==> config.mk <==
export PLATFORM = sky130hd
export DESIGN_NAME = arm_shifter_operand_unit
export DESIGN_NICKNAME = d
export VERILOG_FILES = /design/src/aso_pkg.sv /design/src/aso_decode.sv /design/src/arm_shifter_operand_unit.sv
export SDC_FILE = /design/constraint.sdc
export NUM_CORES = 1
export LEC_CHECK = 0
export ABC_AREA = 1
export BUFFER_PORTS_ARGS = -buffer_cell sky130_fd_sc_hd__buf_2
export CELL_PAD_IN_SITES_DETAIL_PLACEMENT = 1
export CELL_PAD_IN_SITES_GLOBAL_PLACEMENT = 2
export CORE_MARGIN = 8
export CORE_UTILIZATION = 35
export DETAILED_ROUTE_END_ITERATION = 16
export PLACE_DENSITY = 0.72
export SETUP_SLACK_MARGIN = 0.1
export SYNTH_ARGS = -nofsm -noshare
export SYNTH_HDL_FRONTEND = slang
export SYNTH_HIERARCHICAL = 1
export SYNTH_SLANG_ARGS = --single-unit
==> constraint.sdc <==
create_clock -name clk -period 5.8 [get_ports clk]
set_input_delay 0 -clock clk [delete_from_list [all_inputs] [get_ports clk]]
set_output_delay 0 -clock clk [all_outputs]
set_load 0.02 [all_outputs]
==> src/aso_pkg.sv <==
`timescale 1ns / 1ps
// ----------------------------------------------------------------------------
// aso_pkg - shared types for the ARM shifter operand unit
// Beat structs for both channels, shift type codes and the decoded
// control word that drives the rotate and mask datapath.
// ----------------------------------------------------------------------------
package aso_pkg;

  localparam int WORD_W = 32;
  localparam int AMT_W  = 5;

  // Shift type codes as encoded in the instruction
  typedef enum logic [1:0] {
    FUNC_LSL = 2'd0,
    FUNC_LSR = 2'd1,
    FUNC_ASR = 2'd2,
    FUNC_ROR = 2'd3
  } shift_func_t;

  // Which bits of the rotated word survive; the rest take the fill bit
  typedef enum logic [1:0] {
    MASK_ALL  = 2'd0,
    MASK_NONE = 2'd1,
    MASK_LOW  = 2'd2,   // ones >> n
    MASK_HIGH = 2'd3    // ones << n
  } mask_kind_t;

  // Source of the shifter carry out
  typedef enum logic [1:0] {
    CARRY_CIN  = 2'd0,
    CARRY_ZERO = 2'd1,
    CARRY_BIT  = 2'd2
  } carry_kind_t;

  typedef struct packed {
    logic [1:0]        func;
    logic              by_register;
    logic [WORD_W-1:0] rm_value;
    logic [7:0]        rs_amount;
    logic [AMT_W-1:0]  imm_amount;
    logic              carry_in;
  } in_beat_t;

  typedef struct packed {
    logic [WORD_W-1:0] operand;
    logic              carry_out;
  } out_beat_t;

  // Decoded control: every form reduces to rotate, mask, fill, carry pick
  typedef struct packed {
    logic [AMT_W-1:0] rot;
    mask_kind_t       mask_kind;
    logic [AMT_W-1:0] mask_n;
    logic             fill;
    carry_kind_t      carry_kind;
    logic [AMT_W-1:0] carry_idx;
  } ctrl_t;

endpackage

==> src/aso_decode.sv <==
`timescale 1ns / 1ps
// ----------------------------------------------------------------------------
// aso_decode - shift form decoder
// Maps shift type, amount source and amount onto one rotate amount, a
// keep mask, a fill bit and a carry source.
// ----------------------------------------------------------------------------
module aso_decode
  import aso_pkg::*;
(
  input  in_beat_t op,
  output ctrl_t    ctrl
);

  logic             sign;
  logic [AMT_W-1:0] rs_lo;
  logic             rs_small;
  logic             rs_32;

  assign sign     = op.rm_value[WORD_W-1];
  assign rs_lo    = op.rs_amount[AMT_W-1:0];
  assign rs_small = (op.rs_amount[7:AMT_W] == 3'd0);
  assign rs_32    = (op.rs_amount == 8'd32);

  always_comb begin
    // pass-through: Rm unchanged, carry keeps C
    ctrl.rot        = '0;
    ctrl.mask_kind  = MASK_ALL;
    ctrl.mask_n     = '0;
    ctrl.fill       = 1'b0;
    ctrl.carry_kind = CARRY_CIN;
    ctrl.carry_idx  = '0;

    if (op.by_register) begin
      if (op.rs_amount != 8'd0) begin
        case (shift_func_t'(op.func))
          FUNC_LSL: begin
            if (rs_small) begin
              ctrl.rot        = AMT_W'(0) - rs_lo;
              ctrl.mask_kind  = MASK_HIGH;
              ctrl.mask_n     = rs_lo;
              ctrl.carry_kind = CARRY_BIT;
              ctrl.carry_idx  = AMT_W'(0) - rs_lo;
            end else if (rs_32) begin
              ctrl.mask_kind  = MASK_NONE;
              ctrl.carry_kind = CARRY_BIT;
              ctrl.carry_idx  = '0;
            end else begin
              ctrl.mask_kind  = MASK_NONE;
              ctrl.carry_kind = CARRY_ZERO;
            end
          end
          FUNC_LSR, FUNC_ASR: begin
            ctrl.fill = (op.func == FUNC_ASR) ? sign : 1'b0;
            if (rs_small) begin
              ctrl.rot        = rs_lo;
              ctrl.mask_kind  = MASK_LOW;
              ctrl.mask_n     = rs_lo;
              ctrl.carry_kind = CARRY_BIT;
              ctrl.carry_idx  = rs_lo - AMT_W'(1);
            end else if (rs_32 || op.func == FUNC_ASR) begin
              ctrl.mask_kind  = MASK_NONE;
              ctrl.carry_kind = CARRY_BIT;
              ctrl.carry_idx  = AMT_W'(WORD_W - 1);
            end else begin
              ctrl.mask_kind  = MASK_NONE;
              ctrl.carry_kind = CARRY_ZERO;
            end
          end
          FUNC_ROR: begin
            ctrl.rot        = rs_lo;
            ctrl.carry_kind = CARRY_BIT;
            // multiple of 32: word unchanged, carry from bit 31
            ctrl.carry_idx  = rs_lo - AMT_W'(1);
          end
          default: begin
            ctrl.mask_kind = MASK_ALL;
          end
        endcase
      end
    end else begin
      case (shift_func_t'(op.func))
        FUNC_LSL: begin
          if (op.imm_amount != '0) begin
            ctrl.rot        = AMT_W'(0) - op.imm_amount;
            ctrl.mask_kind  = MASK_HIGH;
            ctrl.mask_n     = op.imm_amount;
            ctrl.carry_kind = CARRY_BIT;
            ctrl.carry_idx  = AMT_W'(0) - op.imm_amount;
          end
        end
        FUNC_LSR, FUNC_ASR: begin
          ctrl.fill       = (op.func == FUNC_ASR) ? sign : 1'b0;
          ctrl.carry_kind = CARRY_BIT;
          if (op.imm_amount == '0) begin
            // amount zero encodes a shift by 32
            ctrl.mask_kind = MASK_NONE;
            ctrl.carry_idx = AMT_W'(WORD_W - 1);
          end else begin
            ctrl.rot       = op.imm_amount;
            ctrl.mask_kind = MASK_LOW;
            ctrl.mask_n    = op.imm_amount;
            ctrl.carry_idx = op.imm_amount - AMT_W'(1);
          end
        end
        FUNC_ROR: begin
          ctrl.carry_kind = CARRY_BIT;
          if (op.imm_amount == '0) begin
            // RRX: rotate by one, top bit from C
            ctrl.rot       = AMT_W'(1);
            ctrl.mask_kind = MASK_LOW;
            ctrl.mask_n    = AMT_W'(1);
            ctrl.fill      = op.carry_in;
            ctrl.carry_idx = '0;
          end else begin
            ctrl.rot       = op.imm_amount;
            ctrl.carry_idx = op.imm_amount - AMT_W'(1);
          end
        end
        default: begin
          ctrl.mask_kind = MASK_ALL;
        end
      endcase
    end
  end

endmodule

==> src/arm_shifter_operand_unit.sv <==
`timescale 1ns / 1ps
// ----------------------------------------------------------------------------
// arm_shifter_operand_unit - ARM data-processing shifter operand
// Barrel shifter with carry out for LSL, LSR, ASR, ROR and RRX, register
// or immediate amount, as a four-stage pipeline.
//
//   channel | dir | handshake            | payload
//   --------+-----+----------------------+------------------------------
//   op      | in  | op_valid / op_stall  | in_beat_t  (Rm, amount, C)
//   res     | out | res_valid / res_stall| out_beat_t (operand, carry)
//
// res_valid rises once an accepted beat has passed the decode, coarse rotate,
// fine rotate and output registers; one beat per cycle is taken
// as long as res_stall is low. Stages: decode, coarse rotate with mask build,
// fine rotate, mask and fill into the output register.
// Reset clears the stage valid bits only. A stall holds each occupied stage;
// empty stages still fill, so bubbles are squeezed out.
// ----------------------------------------------------------------------------
module arm_shifter_operand_unit
  import aso_pkg::*;
(
  input  logic      clk,
  input  logic      rst,
  input  logic      op_valid,
  output logic      op_stall,
  input  in_beat_t  op,
  output logic      res_valid,
  input  logic      res_stall,
  output out_beat_t res
);

  // rotate right of one word
  function automatic logic [WORD_W-1:0] ror_word(input logic [WORD_W-1:0] x,
                                                 input logic [AMT_W-1:0]  n);
    logic [2*WORD_W-1:0] d;
    d = {x, x} >> n;
    return d[WORD_W-1:0];
  endfunction

  ctrl_t ctrl;

  aso_decode u_decode (
    .op   (op),
    .ctrl (ctrl)
  );

  // stage valid bits and enables
  logic v1, v2, v3, v4;
  logic en1, en2, en3, en4;

  assign en4 = !v4 || !res_stall;
  assign en3 = !v3 || en4;
  assign en2 = !v2 || en3;
  assign en1 = !v1 || en2;

  assign op_stall  = !en1;
  assign res_valid = v4;

  always_ff @(posedge clk) begin
    if (rst) begin
      v1 <= 1'b0;
      v2 <= 1'b0;
      v3 <= 1'b0;
      v4 <= 1'b0;
    end else begin
      if (en1) v1 <= op_valid;
      if (en2) v2 <= v1;
      if (en3) v3 <= v2;
      if (en4) v4 <= v3;
    end
  end

  // stage 1: decoded control and operand
  ctrl_t             s1_ctrl;
  logic [WORD_W-1:0] s1_rm;
  logic              s1_cin;

  always_ff @(posedge clk) begin
    if (en1) begin
      s1_ctrl <= ctrl;
      s1_rm   <= op.rm_value;
      s1_cin  <= op.carry_in;
    end
  end

  // stage 2: rotate by multiples of eight, build mask, pick carry
  logic [WORD_W-1:0] s2_word_next, s2_mask_next;
  logic              s2_carry_next;
  logic [WORD_W-1:0] s2_word, s2_mask;
  logic [2:0]        s2_rot;
  logic              s2_fill, s2_carry;

  always_comb begin
    s2_word_next = ror_word(s1_rm, {s1_ctrl.rot[AMT_W-1:3], 3'b000});
    case (s1_ctrl.mask_kind)
      MASK_ALL:  s2_mask_next = '1;
      MASK_NONE: s2_mask_next = '0;
      MASK_LOW:  s2_mask_next = {WORD_W{1'b1}} >> s1_ctrl.mask_n;
      MASK_HIGH: s2_mask_next = {WORD_W{1'b1}} << s1_ctrl.mask_n;
      default:   s2_mask_next = '1;
    endcase
    case (s1_ctrl.carry_kind)
      CARRY_CIN:  s2_carry_next = s1_cin;
      CARRY_ZERO: s2_carry_next = 1'b0;
      CARRY_BIT:  s2_carry_next = s1_rm[s1_ctrl.carry_idx];
      default:    s2_carry_next = s1_cin;
    endcase
  end

  always_ff @(posedge clk) begin
    if (en2) begin
      s2_word  <= s2_word_next;
      s2_mask  <= s2_mask_next;
      s2_rot   <= s1_ctrl.rot[2:0];
      s2_fill  <= s1_ctrl.fill;
      s2_carry <= s2_carry_next;
    end
  end

  // stage 3: rotate by the remaining zero to seven bits
  logic [WORD_W-1:0] s3_word, s3_mask;
  logic              s3_fill, s3_carry;

  always_ff @(posedge clk) begin
    if (en3) begin
      s3_word  <= ror_word(s2_word, {2'b00, s2_rot});
      s3_mask  <= s2_mask;
      s3_fill  <= s2_fill;
      s3_carry <= s2_carry;
    end
  end

  // stage 4: keep masked bits, fill the rest, into the output register
  always_ff @(posedge clk) begin
    if (en4) begin
      res.operand   <= (s3_word & s3_mask) | ({WORD_W{s3_fill}} & ~s3_mask);
      res.carry_out <= s3_carry;
    end
  end

endmodule

==> impl_metrics.yaml <==
cells_and_area:
  final_nets: 1285
  fin_area_sq_mm: 0.01286
  diodes: 0
  drive_above_1_share: 0.1346
  fillCellCount: 3480
  utilization: 0.4203
  areaGrowthSynthToFinish_pct: 18.36
setup_path:
  crit_slowest_cell: "inv_2"
  critPathBufInv: 5
  cp_cell_sequence: "nand2_1, buf_4, nor2_1, inv_2, buf_4, nor2_1, clkinvlp_4, nor2_1, inv_2"
  crit_fanout: 68
  endpoint_kind: "flip-flop"
  cpLargestDelayFamily: "buffers and inverters"
  worst-setup-path-type: "flip-flop to flip-flop"
  setup.worst_path.start_class: "flip-flop"
  max_stage_delay_ns: 0.75
  cpMostUsedCell: "nor2_1"
  cp.arrival_ns: 3.26
  required_ns: 5.93
  r2r_start: "res_valid"
  cp-startpoint: "res_valid"
timing:
  fin_skew_ns: 0.01435
  fmax_ghz: 0.3195
  final.setup.tns_ns: 0
  tightestPinTransition_ns: 1.052
  slew_headroom: 0.2986
  slew_violations: 0
  setup-violations-final: 0
  layout_min_cycle_time_ns: 3.130
  hold_viol: 0
  rsz0062_at_grt: "no"
  period_share: 0.5397
logic_synthesis:
  synth-seq-cells: 225
  synth.avg_cell_area_sq_um: 9.813
  synth-seq-area-share: 0.6183
  yosys_warnings: 6
  netlist_instances: 1107
  syn_area_sq_mm: 0.01086
  syn_nets: 1169
  synth_cell_types: 45
clock_network:
  numCtsBuffers: 26
  htree_levels: 1
  cts_hold_buf: 45
  clock_sinks: 225
  cts_max_path_buffers: 3
  cts_root_buffer: "clkbuf_16"
  cts_repair_resize_count: 0
  clkLatencyLatePin_ns: 0.52
  path_clk_slew_ns: 0.06
  tritoncts: "yes"
  post_cts_buffers: 0
power_and_ir_drop:
  ir_worst_vdd_uv: 224.3
  p_leak_nw: 5.336
  power_w: 0.004720
  power.density_mw_per_mm2: 367.1
grt:
  track_usage: 0.1638
  grt_max_degree: 71
  antenna_found_initial: 1
  grt_overflow_total: 0
  grt_pass1_vias: 8370
  grt_pass1_wl_um: 47610
route:
  vias: 8067
  final_antenna_net_count: 0
  via_per_inst: 4.928
  firstDrtPassIters: 5
  drc: 0
  drt-total-wl_um: 29600
  wl_per_cell_um: 18.08
  drtIter0Drc: 431
placed_design:
  dp_hpwl_um: 21500
  io_buffers: 87
  globalplace.congestion: 0.8467
  dpl-instance-area_sq_mm: 0.01159
die:
  chipWidth_um: 192.2
  initial_utilization: 0.3551
  dieArea_sq_mm: 0.03693
  core_sq_mm: 0.03059
  io_pins: 88
  dieHeight_um: 192.2
  num_rows: 64
hold_path:
  hp-start: "op[46]"
  hp-class: "input port to flip-flop"
run_status:
  status: "finished, final reports clean"
job:
  maxCapViolations: 0
[area by class of cell]
cell class / instances / area (sq um) / share of cell area
clock buffer: 32 / 694.4 / 0.05401
sequential: 225 / 6716 / 0.5224
tap: 396 / 495.5 / 0.03854
clock inverter: 14 / 122.6 / 0.009537
multi-input combinational: 733 / 3512 / 0.2732
inverter: 97 / 370.4 / 0.02881
timing repair buffer: 140 / 945.9 / 0.07357
[stage by stage]
stage          std cells  worst slack (ns)  hold WS (ns)
5_1_grt             1637             2.331       0.04792
2_1_floorplan       1107            0.3156       0.06907
6_report            1637             2.670       0.02625
3_5_place_dp        1546             2.541        0.1784
4_1_cts             1637             2.512      0.001365
3_3_place_gp        1546             2.660        0.1782
[cell usage in the layout, fill, tap and decap left out, types with 4 or more instances in the layout]
master / n
nand3_1: 96
nand2_1: 285
buf_2: 87
inv_2: 10
clkinv_2: 4
inv_1: 84
o21ai_0: 123
edfxtp_1: 221
o21ai_1: 11
nor2_1: 84
a22oi_1: 4
clkbuf_1: 5
clkbuf_16: 27
dfxtp_1: 4
buf_4: 8
nand2_2: 5
ha_1: 9
clkinv_1: 6
o211ai_1: 10
a21oi_1: 64
mux2i_1: 6
o221ai_1: 4
dlygate4sd3_1: 45
[registers in the layout, indices dropped and copies added (netlist names)]
register,flops
res,33
res_valid,1
s1_cin,1
s1_ctrl,20
s1_rm,32
s2_carry,1
s2_fill,1
s2_mask,32
s2_rot,3
s2_word,32
s3_carry,1
s3_fill,1
s3_mask,32
s3_word,32
v1,1
v2,1
v3,1
[Yosys cell counts, drive strengths merged]
cell / n / area, sq um
a22oi: 4 / 30.03
nand3: 99 / 510.5
a31oi: 2 / 12.51
o211ai: 11 / 87.58
xor2: 1 / 8.760
a221o: 2 / 20.02
nor3: 2 / 15.01
edfxtp: 221 / 6636
o31ai: 1 / 7.510
o221ai: 4 / 35.03
inv: 96 / 362.9
nor2: 90 / 395.4
nand2b: 1 / 6.260
nand3b: 1 / 7.510
nand4: 1 / 6.260
a211oi: 2 / 25.02
o311ai: 1 / 8.760
buf: 36 / 207.7
mux2i: 6 / 60.06
clkbuf: 16 / 60.06
a21o: 1 / 7.510
clkinv: 1 / 3.750
o21ai: 135 / 679.4
a21oi: 68 / 362.9
nand2: 290 / 1101
o22ai: 1 / 6.260
or2: 1 / 6.260
dfxtp: 4 / 80.08
ha: 9 / 112.6
[power by group]
group          internal [W]  switching [W]  leakage, nW
clock network      0.000933       0.000631        0.395
logic              0.000273       0.000547         2.56
registers           0.00217       0.000170         2.38
total               0.00337        0.00135         5.34
[cell families (layout without fill, tap and decap cells)]
| kind of cell | Yosys count | count (layout) | share of synthesized area |
|---|---|---|---|
| AOI/OAI and AO/OA | 232 | 232 | 0.1181 |
| adders and majority gates | 9 | 9 | 0.01037 |
| xor gates and xnor gates | 1 | 1 | 0.0008064 |
| and+or+nand+nor | 485 | 485 | 0.1886 |
| buffers and inverters | 149 | 283 | 0.05840 |
| muxes | 6 | 6 | 0.005529 |
| DFF | 225 | 225 | 0.6183 |
[worst reg2reg max path, stage by stage, from the launching register on]
cell and delay [ns]:
dfxtp_1 0.31, nand2_1 0.06, buf_4 0.39, nor2_1 0.10, inv_2 0.06, buf_4 0.65, nor2_1 0.16, clkinvlp_4 0.12
nor2_1 0.08, inv_2 0.75
[path summary, 6_finish.rpt]
path | to | slack (ns) | cells after the start
max | s1_ctrl[8] | 2.67 | 9
min | s1_ctrl[19] | 0.03 | 4
max reg2reg | s1_ctrl[8] | 2.67 | 9
min reg2reg | s2_rot[2] | 0.41 | 0
[per-layer routing]
metal / track usage / up-vias / wire [um] / part of all wire
li1: - / 4045 / - / -
met5: 0 / - / 13 / 0.00044
met2: 0.2703 / 148 / 13890 / 0.47
met3: 0.02614 / 36 / 1227 / 0.041
met1: 0.2251 / 3836 / 14030 / 0.47
met4: 0.03261 / 2 / 442 / 0.015
Note: power is estimated with default switching activity, not from simulation.
